**config.mk**
```make
export PLATFORM = sky130hd
export DESIGN_NAME = banked_memory_map_decoder
export DESIGN_NICKNAME = d
export VERILOG_FILES = /design/src/design/bmmd_pkg.sv /design/src/design/banked_memory_map_decoder.sv /design/src/design/bmmd_decode.sv /design/src/design/bmmd_port.sv
export SDC_FILE = /design/constraint.sdc
export NUM_CORES = 1
export LEC_CHECK = 0
export BUFFER_PORTS_ARGS = -buffer_cell sky130_fd_sc_hd__buf_2
export CORE_MARGIN = 10
export CORE_UTILIZATION = 57
export CTS_BUF_LIST = sky130_fd_sc_hd__clkbuf_4 sky130_fd_sc_hd__clkbuf_8
export DETAILED_ROUTE_END_ITERATION = 7
export PLACE_DENSITY = 0.85
export SYNTH_ARGS = -nofsm -noshare
export SYNTH_HDL_FRONTEND = slang
export SYNTH_SLANG_ARGS = --single-unit
```
**constraint.sdc**
```tcl
create_clock -name i_clk -period 3.3 [get_ports i_clk]
set_input_delay 0.495 -clock i_clk [delete_from_list [all_inputs] [get_ports i_clk]]
set_output_delay 0.495 -clock i_clk [all_outputs]
set_load 0.01 [all_outputs]
```
**src/design/bmmd_pkg.sv**
```systemverilog
// Shared types and codes for the banked memory map decoder.
// Used by bmmd_decode, bmmd_port and banked_memory_map_decoder.
package bmmd_pkg;

    // Transaction kinds on the input channel.
    localparam logic [1:0] MODE_READ  = 2'd0;
    localparam logic [1:0] MODE_WRITE = 2'd1;
    localparam logic [1:0] MODE_ROMSEL = 2'd2;

    // RAM size register codes.
    localparam logic [1:0] RAM_16K = 2'd0;
    localparam logic [1:0] RAM_32K = 2'd1;
    localparam logic [1:0] RAM_64K = 2'd2;

    // Target codes.
    localparam logic [4:0] TGT_NONE   = 5'd0;
    localparam logic [4:0] TGT_RAM    = 5'd1;
    localparam logic [4:0] TGT_BASIC  = 5'd2;
    localparam logic [4:0] TGT_KERNAL = 5'd3;
    localparam logic [4:0] TGT_EXTLO  = 5'd3;  // plus bank 1..3
    localparam logic [4:0] TGT_EXTHI  = 5'd6;  // plus bank 1..3
    localparam logic [4:0] TGT_VIDEO  = 5'd10;
    localparam logic [4:0] TGT_ACIA   = 5'd11;
    localparam logic [4:0] TGT_PIO1   = 5'd12;
    localparam logic [4:0] TGT_PIO2   = 5'd13;
    localparam logic [4:0] TGT_TCBM1  = 5'd14;
    localparam logic [4:0] TGT_TCBM2  = 5'd15;
    localparam logic [4:0] TGT_PORT   = 5'd16;

    localparam logic [15:0] ROM_MASK   = 16'h3fff;
    localparam logic [5:0]  PORT_KEEP  = 6'h3f;
    localparam int unsigned MOTOR_BIT  = 3;
    localparam int unsigned TAPE_BIT   = 4;

    // One input transaction.
    typedef struct packed {
        logic [1:0]  mode;
        logic [15:0] address;
        logic [7:0]  write_data;
        logic        rom_select;
        logic [7:0]  serial_in;
        logic        tape_level;
    } t_item;

    // Decoder result for one transaction.
    typedef struct packed {
        logic [4:0]  target;
        logic [15:0] local_address;
        logic        write_strobe;
        logic        bank_wr;
        logic        port_wr;
        logic        port_rd;
    } t_dec;

    // Request from the top level to the processor port.
    typedef struct packed {
        logic       wr;
        logic       sel;
        logic [7:0] data;
        logic [7:0] serial_in;
        logic       tape_level;
    } t_port_req;

    // Processor port answer; serial_out and motor_on are the values after the store.
    typedef struct packed {
        logic [7:0] rd_data;
        logic [7:0] serial_out;
        logic       motor_changed;
        logic       motor_on;
    } t_port_rsp;

endpackage

```
**src/design/banked_memory_map_decoder.sv**
```systemverilog
// Banked memory map decoder: top level with input and result registers.
// Depends on bmmd_pkg, bmmd_decode and bmmd_port.
//
// Usage: each input transaction (i_in_valid / o_in_stall) is one CPU bus read or
// write, or a RAM/ROM select update. It is captured in an input register, decoded
// by shallow logic against the bank selects, the RAM/ROM bit and the processor
// port, and the result lands in an output register (o_out_valid / i_out_stall).
// One transaction is taken every cycle while the receiver does not stall, the
// single decode stage between the two registers setting that rate. When the
// receiver stalls, the output register holds its result and the input register
// still takes one more transaction; after that o_in_stall rises until the result
// is taken. The RAM size register is written through i_cfg_valid / o_cfg_ready
// (always ready); the user must write it only while the block is idle, which the
// block does not enforce. Synchronous reset maps the ROMs in, clears the bank
// selects and the port, sets the RAM size to 64K, and empties both registers.
module banked_memory_map_decoder (
    input  logic        i_clk,
    input  logic        i_rst_n,
    input  logic        i_in_valid,
    output logic        o_in_stall,
    input  logic [1:0]  i_mode,
    input  logic [15:0] i_address,
    input  logic [7:0]  i_write_data,
    input  logic        i_rom_select,
    input  logic [7:0]  i_serial_in,
    input  logic        i_tape_level,
    output logic        o_out_valid,
    input  logic        i_out_stall,
    output logic [4:0]  o_target,
    output logic [15:0] o_local_address,
    output logic        o_write_strobe,
    output logic [7:0]  o_port_read_data,
    output logic [7:0]  o_serial_out,
    output logic        o_motor_changed,
    output logic        o_motor_on,
    output logic        o_rom_mapped,
    input  logic        i_cfg_valid,
    output logic        o_cfg_ready,
    input  logic [1:0]  i_cfg_data
);

    logic                r_in_valid;
    bmmd_pkg::t_item     r_item;
    logic                r_out_valid;
    logic                advance;
    logic                go;
    logic [1:0]          r_mem_size;
    logic                r_rom, n_rom;
    logic [1:0]          r_low_bank;
    logic [1:0]          r_high_bank;
    bmmd_pkg::t_dec      dec;
    bmmd_pkg::t_port_req preq;
    bmmd_pkg::t_port_rsp prsp;

    assign advance    = !r_out_valid || !i_out_stall;
    assign go         = r_in_valid && advance;
    assign o_in_stall = r_in_valid && !advance;
    assign o_cfg_ready = 1'b1;

    bmmd_decode u_decode (
        .i_item        (r_item),
        .i_rom_enabled (r_rom),
        .i_low_bank    (r_low_bank),
        .i_high_bank   (r_high_bank),
        .i_mem_size    (r_mem_size),
        .o_dec         (dec)
    );

    always_comb begin
        preq.wr         = go && dec.port_wr;
        preq.sel        = r_item.address[0];
        preq.data       = r_item.write_data;
        preq.serial_in  = r_item.serial_in;
        preq.tape_level = r_item.tape_level;
    end

    bmmd_port u_port (
        .i_clk   (i_clk),
        .i_rst_n (i_rst_n),
        .i_req   (preq),
        .o_rsp   (prsp)
    );

    assign n_rom = (r_item.mode == bmmd_pkg::MODE_ROMSEL) ? r_item.rom_select : r_rom;

    always_ff @(posedge i_clk) begin
        if (!i_rst_n) begin
            r_in_valid  <= 1'b0;
            r_out_valid <= 1'b0;
            r_mem_size  <= bmmd_pkg::RAM_64K;
            r_rom       <= 1'b1;
            r_low_bank  <= '0;
            r_high_bank <= '0;
        end else begin
            if (!o_in_stall) begin
                r_in_valid <= i_in_valid;
            end
            if (advance) begin
                r_out_valid <= r_in_valid;
            end
            if (i_cfg_valid && o_cfg_ready) begin
                r_mem_size <= i_cfg_data;
            end
            if (go) begin
                r_rom <= n_rom;
                if (dec.bank_wr) begin
                    r_low_bank  <= r_item.address[1:0];
                    r_high_bank <= r_item.address[3:2];
                end
            end
        end
    end

    // Payload registers carry no reset.
    always_ff @(posedge i_clk) begin
        if (i_in_valid && !o_in_stall) begin
            r_item.mode       <= i_mode;
            r_item.address    <= i_address;
            r_item.write_data <= i_write_data;
            r_item.rom_select <= i_rom_select;
            r_item.serial_in  <= i_serial_in;
            r_item.tape_level <= i_tape_level;
        end
        if (go) begin
            o_target         <= dec.target;
            o_local_address  <= dec.local_address;
            o_write_strobe   <= dec.write_strobe;
            o_port_read_data <= dec.port_rd ? prsp.rd_data : 8'd0;
            o_serial_out     <= prsp.serial_out;
            o_motor_changed  <= prsp.motor_changed;
            o_motor_on       <= prsp.motor_on;
            o_rom_mapped     <= n_rom;
        end
    end

    assign o_out_valid = r_out_valid;

    // A stall toward the sender only comes from a full input register.
    a_stall_needs_item: assert property (@(posedge i_clk) disable iff (!i_rst_n)
        o_in_stall |-> r_in_valid)
        else $error("input stall without a held transaction");

    a_strobe_has_target: assert property (@(posedge i_clk) disable iff (!i_rst_n)
        o_out_valid |-> !(o_write_strobe && o_target == bmmd_pkg::TGT_NONE))
        else $error("write strobe on target none");

    a_port_data_only_port: assert property (@(posedge i_clk) disable iff (!i_rst_n)
        (o_out_valid && o_port_read_data != 8'd0) |-> (o_target == bmmd_pkg::TGT_PORT))
        else $error("port read data on a non-port transaction");

    // A bank select write must move the selects to the written address bits.
    a_bank_load: assert property (@(posedge i_clk) disable iff (!i_rst_n)
        (go && dec.bank_wr) |=> (r_low_bank == $past(r_item.address[1:0]) &&
                                 r_high_bank == $past(r_item.address[3:2])))
        else $error("bank selects not loaded");

endmodule

```
**src/design/bmmd_decode.sv**
```systemverilog
// Address decoder: maps one bus transaction to a target and a local address.
// Depends on bmmd_pkg; purely combinational.
module bmmd_decode (
    input  bmmd_pkg::t_item i_item,
    input  logic            i_rom_enabled,
    input  logic [1:0]      i_low_bank,
    input  logic [1:0]      i_high_bank,
    input  logic [1:0]      i_mem_size,
    output bmmd_pkg::t_dec  o_dec
);

    logic [15:0] a;
    logic [7:0]  page;
    logic        is_port;
    logic        is_io;
    logic        video_ff;
    logic        bank_hit;
    logic [4:0]  io_tgt;
    logic [4:0]  rom_tgt;
    logic [15:0] ram_mask;

    assign a    = i_item.address;
    assign page = a[15:8];
    assign is_port  = (a[15:1] == 15'd0);
    assign is_io    = (page == 8'hfd) || (page == 8'hfe);
    assign video_ff = (page == 8'hff) &&
                      ((a < 16'hff20) || (a == 16'hff3e) || (a == 16'hff3f));
    assign bank_hit = (a[15:4] == 12'hfdd);

    always_comb begin
        if (a[15:4] == 12'hfd0) begin
            io_tgt = bmmd_pkg::TGT_ACIA;
        end else if (a[15:4] == 12'hfd1) begin
            io_tgt = bmmd_pkg::TGT_PIO1;
        end else if (a[15:4] == 12'hfd3) begin
            io_tgt = bmmd_pkg::TGT_PIO2;
        end else if (a[15:5] == 11'h7f6) begin
            io_tgt = bmmd_pkg::TGT_TCBM2;
        end else if (a[15:5] == 11'h7f7) begin
            io_tgt = bmmd_pkg::TGT_TCBM1;
        end else begin
            io_tgt = bmmd_pkg::TGT_NONE;
        end
    end

    // Kernal page is fixed; otherwise bank zero is the built-in ROM.
    always_comb begin
        if (a < 16'hc000) begin
            rom_tgt = (i_low_bank == 2'd0) ? bmmd_pkg::TGT_BASIC
                    : bmmd_pkg::TGT_EXTLO + {3'd0, i_low_bank};
        end else if (page == 8'hfc || i_high_bank == 2'd0) begin
            rom_tgt = bmmd_pkg::TGT_KERNAL;
        end else begin
            rom_tgt = bmmd_pkg::TGT_EXTHI + {3'd0, i_high_bank};
        end
    end

    always_comb begin
        unique case (i_mem_size)
            bmmd_pkg::RAM_16K: ram_mask = 16'h3fff;
            bmmd_pkg::RAM_32K: ram_mask = 16'h7fff;
            default:           ram_mask = 16'hffff;
        endcase
    end

    always_comb begin
        o_dec = '0;
        if (i_item.mode == bmmd_pkg::MODE_READ) begin
            if (is_port) begin
                o_dec.target        = bmmd_pkg::TGT_PORT;
                o_dec.local_address = a;
                o_dec.port_rd       = 1'b1;
            end else if (is_io) begin
                o_dec.target        = io_tgt;
                o_dec.local_address = (io_tgt == bmmd_pkg::TGT_NONE) ? 16'd0 : a;
            end else if (video_ff) begin
                o_dec.target        = bmmd_pkg::TGT_VIDEO;
                o_dec.local_address = a;
            end else if (i_rom_enabled && a[15]) begin
                o_dec.target        = rom_tgt;
                o_dec.local_address = a & bmmd_pkg::ROM_MASK;
            end else begin
                o_dec.target        = bmmd_pkg::TGT_RAM;
                o_dec.local_address = a & ram_mask;
            end
        end else if (i_item.mode == bmmd_pkg::MODE_WRITE) begin
            if (is_port) begin
                o_dec.target        = bmmd_pkg::TGT_PORT;
                o_dec.local_address = a;
                o_dec.write_strobe  = 1'b1;
                o_dec.port_wr       = 1'b1;
            end else if (is_io) begin
                if (bank_hit) begin
                    o_dec.bank_wr = 1'b1;
                end else if (io_tgt != bmmd_pkg::TGT_NONE) begin
                    o_dec.target        = io_tgt;
                    o_dec.local_address = a;
                    o_dec.write_strobe  = 1'b1;
                end
            end else if (video_ff) begin
                o_dec.target        = bmmd_pkg::TGT_VIDEO;
                o_dec.local_address = a;
                o_dec.write_strobe  = 1'b1;
            end else begin
                // Writes under the ROMs always land in RAM.
                o_dec.target        = bmmd_pkg::TGT_RAM;
                o_dec.local_address = a & ram_mask;
                o_dec.write_strobe  = 1'b1;
            end
        end
    end

endmodule

```
**src/design/bmmd_port.sv**
```systemverilog
// Processor port at addresses 0 and 1: direction, latch, output and motor tracking.
// Depends on bmmd_pkg.
module bmmd_port (
    input  logic                 i_clk,
    input  logic                 i_rst_n,
    input  bmmd_pkg::t_port_req  i_req,
    output bmmd_pkg::t_port_rsp  o_rsp
);

    logic [7:0] r_dir, n_dir;
    logic [7:0] r_latch, n_latch;
    logic [7:0] r_out, n_out;
    logic       r_last, n_last;
    logic       r_known, n_known;
    logic       change;
    logic       motor;
    logic [7:0] pins;

    // The output latch is recomputed only when the stored register really changes.
    always_comb begin
        n_dir   = r_dir;
        n_latch = r_latch;
        change  = 1'b0;
        if (i_req.wr) begin
            if (i_req.sel) begin
                change  = (r_latch != i_req.data);
                n_latch = i_req.data;
            end else begin
                change = (r_dir != i_req.data);
                n_dir  = i_req.data;
            end
        end
        motor   = n_dir[bmmd_pkg::MOTOR_BIT] & n_latch[bmmd_pkg::MOTOR_BIT];
        n_out   = change ? ((r_out & ~n_dir) | (n_latch & n_dir)) : r_out;
        n_last  = change ? motor : r_last;
        n_known = r_known | change;
    end

    always_comb begin
        pins = (r_latch | ~r_dir) & (r_out | {2'b11, bmmd_pkg::PORT_KEEP});
        pins = {i_req.serial_in[7:6], pins[5:0]};
        pins[bmmd_pkg::TAPE_BIT] = i_req.tape_level;
    end

    assign o_rsp.rd_data       = i_req.sel ? pins : r_dir;
    assign o_rsp.serial_out    = ~n_out;
    assign o_rsp.motor_changed = change & (~r_known | (motor != r_last));
    assign o_rsp.motor_on      = ~n_last;

    always_ff @(posedge i_clk) begin
        if (!i_rst_n) begin
            r_dir   <= '0;
            r_latch <= '0;
            r_out   <= '0;
            r_last  <= 1'b0;
            r_known <= 1'b0;
        end else begin
            r_dir   <= n_dir;
            r_latch <= n_latch;
            r_out   <= n_out;
            r_last  <= n_last;
            r_known <= n_known;
        end
    end

endmodule
```
==> results by group <==
Synthesis
  – Synth top area cells: edfxtp_1 46%, dfxtp_1 15%, mux2i_1 5.1%, and2_1 2.8%, a21boi_0 2.3%
  – Main flop type after synthesis: edfxtp_1
  – EDFF count, synth: 71
  – Syn_area_per_cell: 12.7 um2
  – Distinct cells, synth: 56
  – Sequential fraction of the synthesis area: 0.607
  – #FFs+latches synth: 106
  – Syn Nets: 413
  – Yosys top cell area share: 0.457
  – Yosys warns: 0
  – Synthesized cell area: 4670 um2
  – Area leader, netlist: edfxtp_1
  – Asr flop ratio synth: 0
  – Synthesized instance count: 368

Floorplan
  – Die X: 110 um
  – Die Y: 110 um
  – Row cnt: 32
  – Core area: 7850 um2
  – Die Area: 12200 um2
  – Io pins: 87
  – Initial Util: 0.595

GRT
  – Total Routing Usage GR: 0.157
  – Largest net degree at the start of global routing: 37
  – GRT overflow: 0
  – First-pass GRT wire length: 15.9 mm
  – Vias in the first global route: 3194
  – Antenna violations before repair: 0

Routing
  – Vias: 3206
  – DRT iter0 DRCs: 259
  – DRC viols: 0
  – Post-Route WL: 10.0 mm
  – Routed WL per cell: 18.0 um
  – ANT nets after route: 0
  – Vias per std cell: 5.77
  – First drt pass iteration count: 4

Layout
  – Multi-input logic area: 1720 um2
  – Most common cell after layout, fill and taps aside: buf_2
  – # nets final: 494
  – Register Area: 2830 um2
  – Fillers: 596
  – Non-Filler Instances: 556
  – Antenna Cells: 0
  – Most frequent cells in the layout: 79 x buf_2, 71 x edfxtp_1, 35 x dfxtp_1
  – Area Growth Syn to Fin: 14.8%
  – Layout cells sized above 1: 0.275

Critical path
  – Crit Path Max Fanout: 22
  – Data arrival time of the critical path: 2.96 ns
  – Setup CP Type: reg -> reg
  – Biggest cell delay along the critical path: 1.02 ns
  – CP Buf/Inv Count: 0
  – CP required: 3.47 ns
  – CP dominant cell by count: mux2i_1
  – Critical path startpoint category: register
  – Crit end category: register
  – Cells along the critical path: mux2i_1 -> xnor2_1 -> nor4_4 -> a221oi_1 -> mux2i_1
  – Delay-heaviest family, CP: flip-flops
  – Worst path slowest cell: edfxtp_1

Clocking
  – Worst-Skew Late Latency: 0.37 ns
  – CTS Sinks: 106
  – H-tree levels: 3
  – Root Buffer: clkbuf_8
  – CTS tree: done
  – PostCTS Resize Cnt: 0
  – Max clock buf depth: 2
  – CTS clk-pin slew, worst paths: 0.10 ns
  – Post-CTS setup buffers: 0
  – Num CTS Buffers: 9
  – CTS Hold Bufs: 0

Place
  – Placer congestion estimate: 0.878
  – I/O Buffers: 79
  – Hpwl dp: 7.15 mm
  – Placed cells: 540

STA
  – Worst-Margin Slew: 0.994 ns
  – F_max: 359 MHz
  – Final period utilization: 0.845
  – Setup TNS: 0 ns
  – Fin crit period: 2.79 ns
  – Final Skew: 0.0104 ns
  – Final hold vios: 0
  – Relative slew slack: 0.338
  – RSZ-0062 raised after global routing: false
  – Hold_ws: 0.293 ns
  – Final Max Slew Viols: 0
  – Final setup vio count: 0

Outcome
  – Outcome: finished, final reports clean

Run
  – Max-cap violations: 0

Power
  – Pwr dens: 475 nW/um2
  – Total chip power: 0.00254 W
  – Peak supply drop: 297 uV
  – Static Leak: 1.94 nW

Hold path
  – HP Class: in -> reg
==> report_power, final <==
part	total, W	switching, W	internal (W)	leakage [nW]
Clock	0.000874	0.000434	0.000440	0.111
Combinational	0.000163	0.0000915	0.0000715	0.900
Sequential	0.00151	0.0000390	0.00147	0.932
Total	0.00254	0.000564	0.00198	1.94
==> stage by stage <==
step	instance area (um2)	utilization	worst slack [ns]
after global placement	5140	0.654	0.711
after CTS	5360	0.683	0.547
after detailed placement	5140	0.654	0.570
after global routing	5360	0.683	0.396
final	5360	0.683	0.511
after floorplan	4670	-	0.783
==> synth_stat cells (2+ instances only) <==
master / count
a211oi_1: 2
a21boi_0: 14
a21oi_1: 7
a221oi_1: 8
a22oi_1: 2
and2_1: 21
and3_1: 4
buf_4: 3
buf_6: 5
clkbuf_1: 5
dfxtp_1: 35
edfxtp_1: 71
ha_1: 2
inv_1: 5
mux2_1: 4
mux2_2: 5
mux2i_1: 24
nand2_1: 23
nand2b_1: 6
nand3_1: 10
nand3b_1: 2
nand4_1: 10
nor2_1: 19
nor2_2: 2
nor2b_1: 15
nor3_1: 11
nor4_2: 3
nor4_4: 2
o21a_1: 4
o21ai_0: 5
o21ai_1: 5
o21ai_2: 2
xnor2_1: 9
==> worst paths after layout <==
kind,from,to,slack [ns],depth (start not counted)
max,preq[17],o_serial_out[0],0.51,5
min,i_address[15],r_item[33],0.29,1
max reg2reg,preq[17],o_serial_out[0],0.51,5
min reg2reg,r_low_bank[0],r_low_bank[0],0.47,2
==> per-layer routing <==
metal,GRT usage,vias to the layer above,share of wire
li1,-,1529,-
met1,0.193,1533,0.41
met2,0.257,128,0.50
met3,0.0389,16,0.072
met4,0.0682,0,0.016
met5,0,-,0
==> final cells by class <==
| class | instances | area share |
|---|---|---|
| multi-input combinational | 244 | 0.321 |
| sequential | 106 | 0.529 |
| clock buffer | 10 | 0.0245 |
| inverter | 5 | 0.00350 |
| tap | 102 | 0.0238 |
| clock inverter | 6 | 0.0168 |
| timing repair buffer | 83 | 0.0817 |
==> state kept, by name (all words and copies together) (netlist names) <==
| register | cells |
|---|---|
| o_local_address | 16 |
| r_in_valid | 1 |
| o_write_strobe | 1 |
| o_serial_out | 8 |
| o_motor_changed | 1 |
| r_item | 18 |
| preq | 12 |
| o_out_valid | 1 |
| o_port_read_data | 8 |
| u_port.r_latch | 8 |
| r_high_bank | 2 |
| u_port.r_last | 1 |
| u_port.r_out | 8 |
| r_mem_size | 2 |
| o_target | 5 |
| o_motor_on | 1 |
| r_low_bank | 2 |
| o_rom_mapped | 1 |
| u_port.r_dir | 8 |
| r_rom | 1 |
| u_port.r_known | 1 |
==> cells by family after synthesis <==
group / after synthesis / synth area share
buf+inv: 18 / 0.0249
simple gates: 141 / 0.182
other cells: 1 / 0.000804
compound gates: 57 / 0.0866
xor+xnor: 9 / 0.0169
mux: 34 / 0.0764
fa+ha+maj: 2 / 0.00536
flops: 106 / 0.607
No activity file was read; power rests on OpenSTA's default activity.
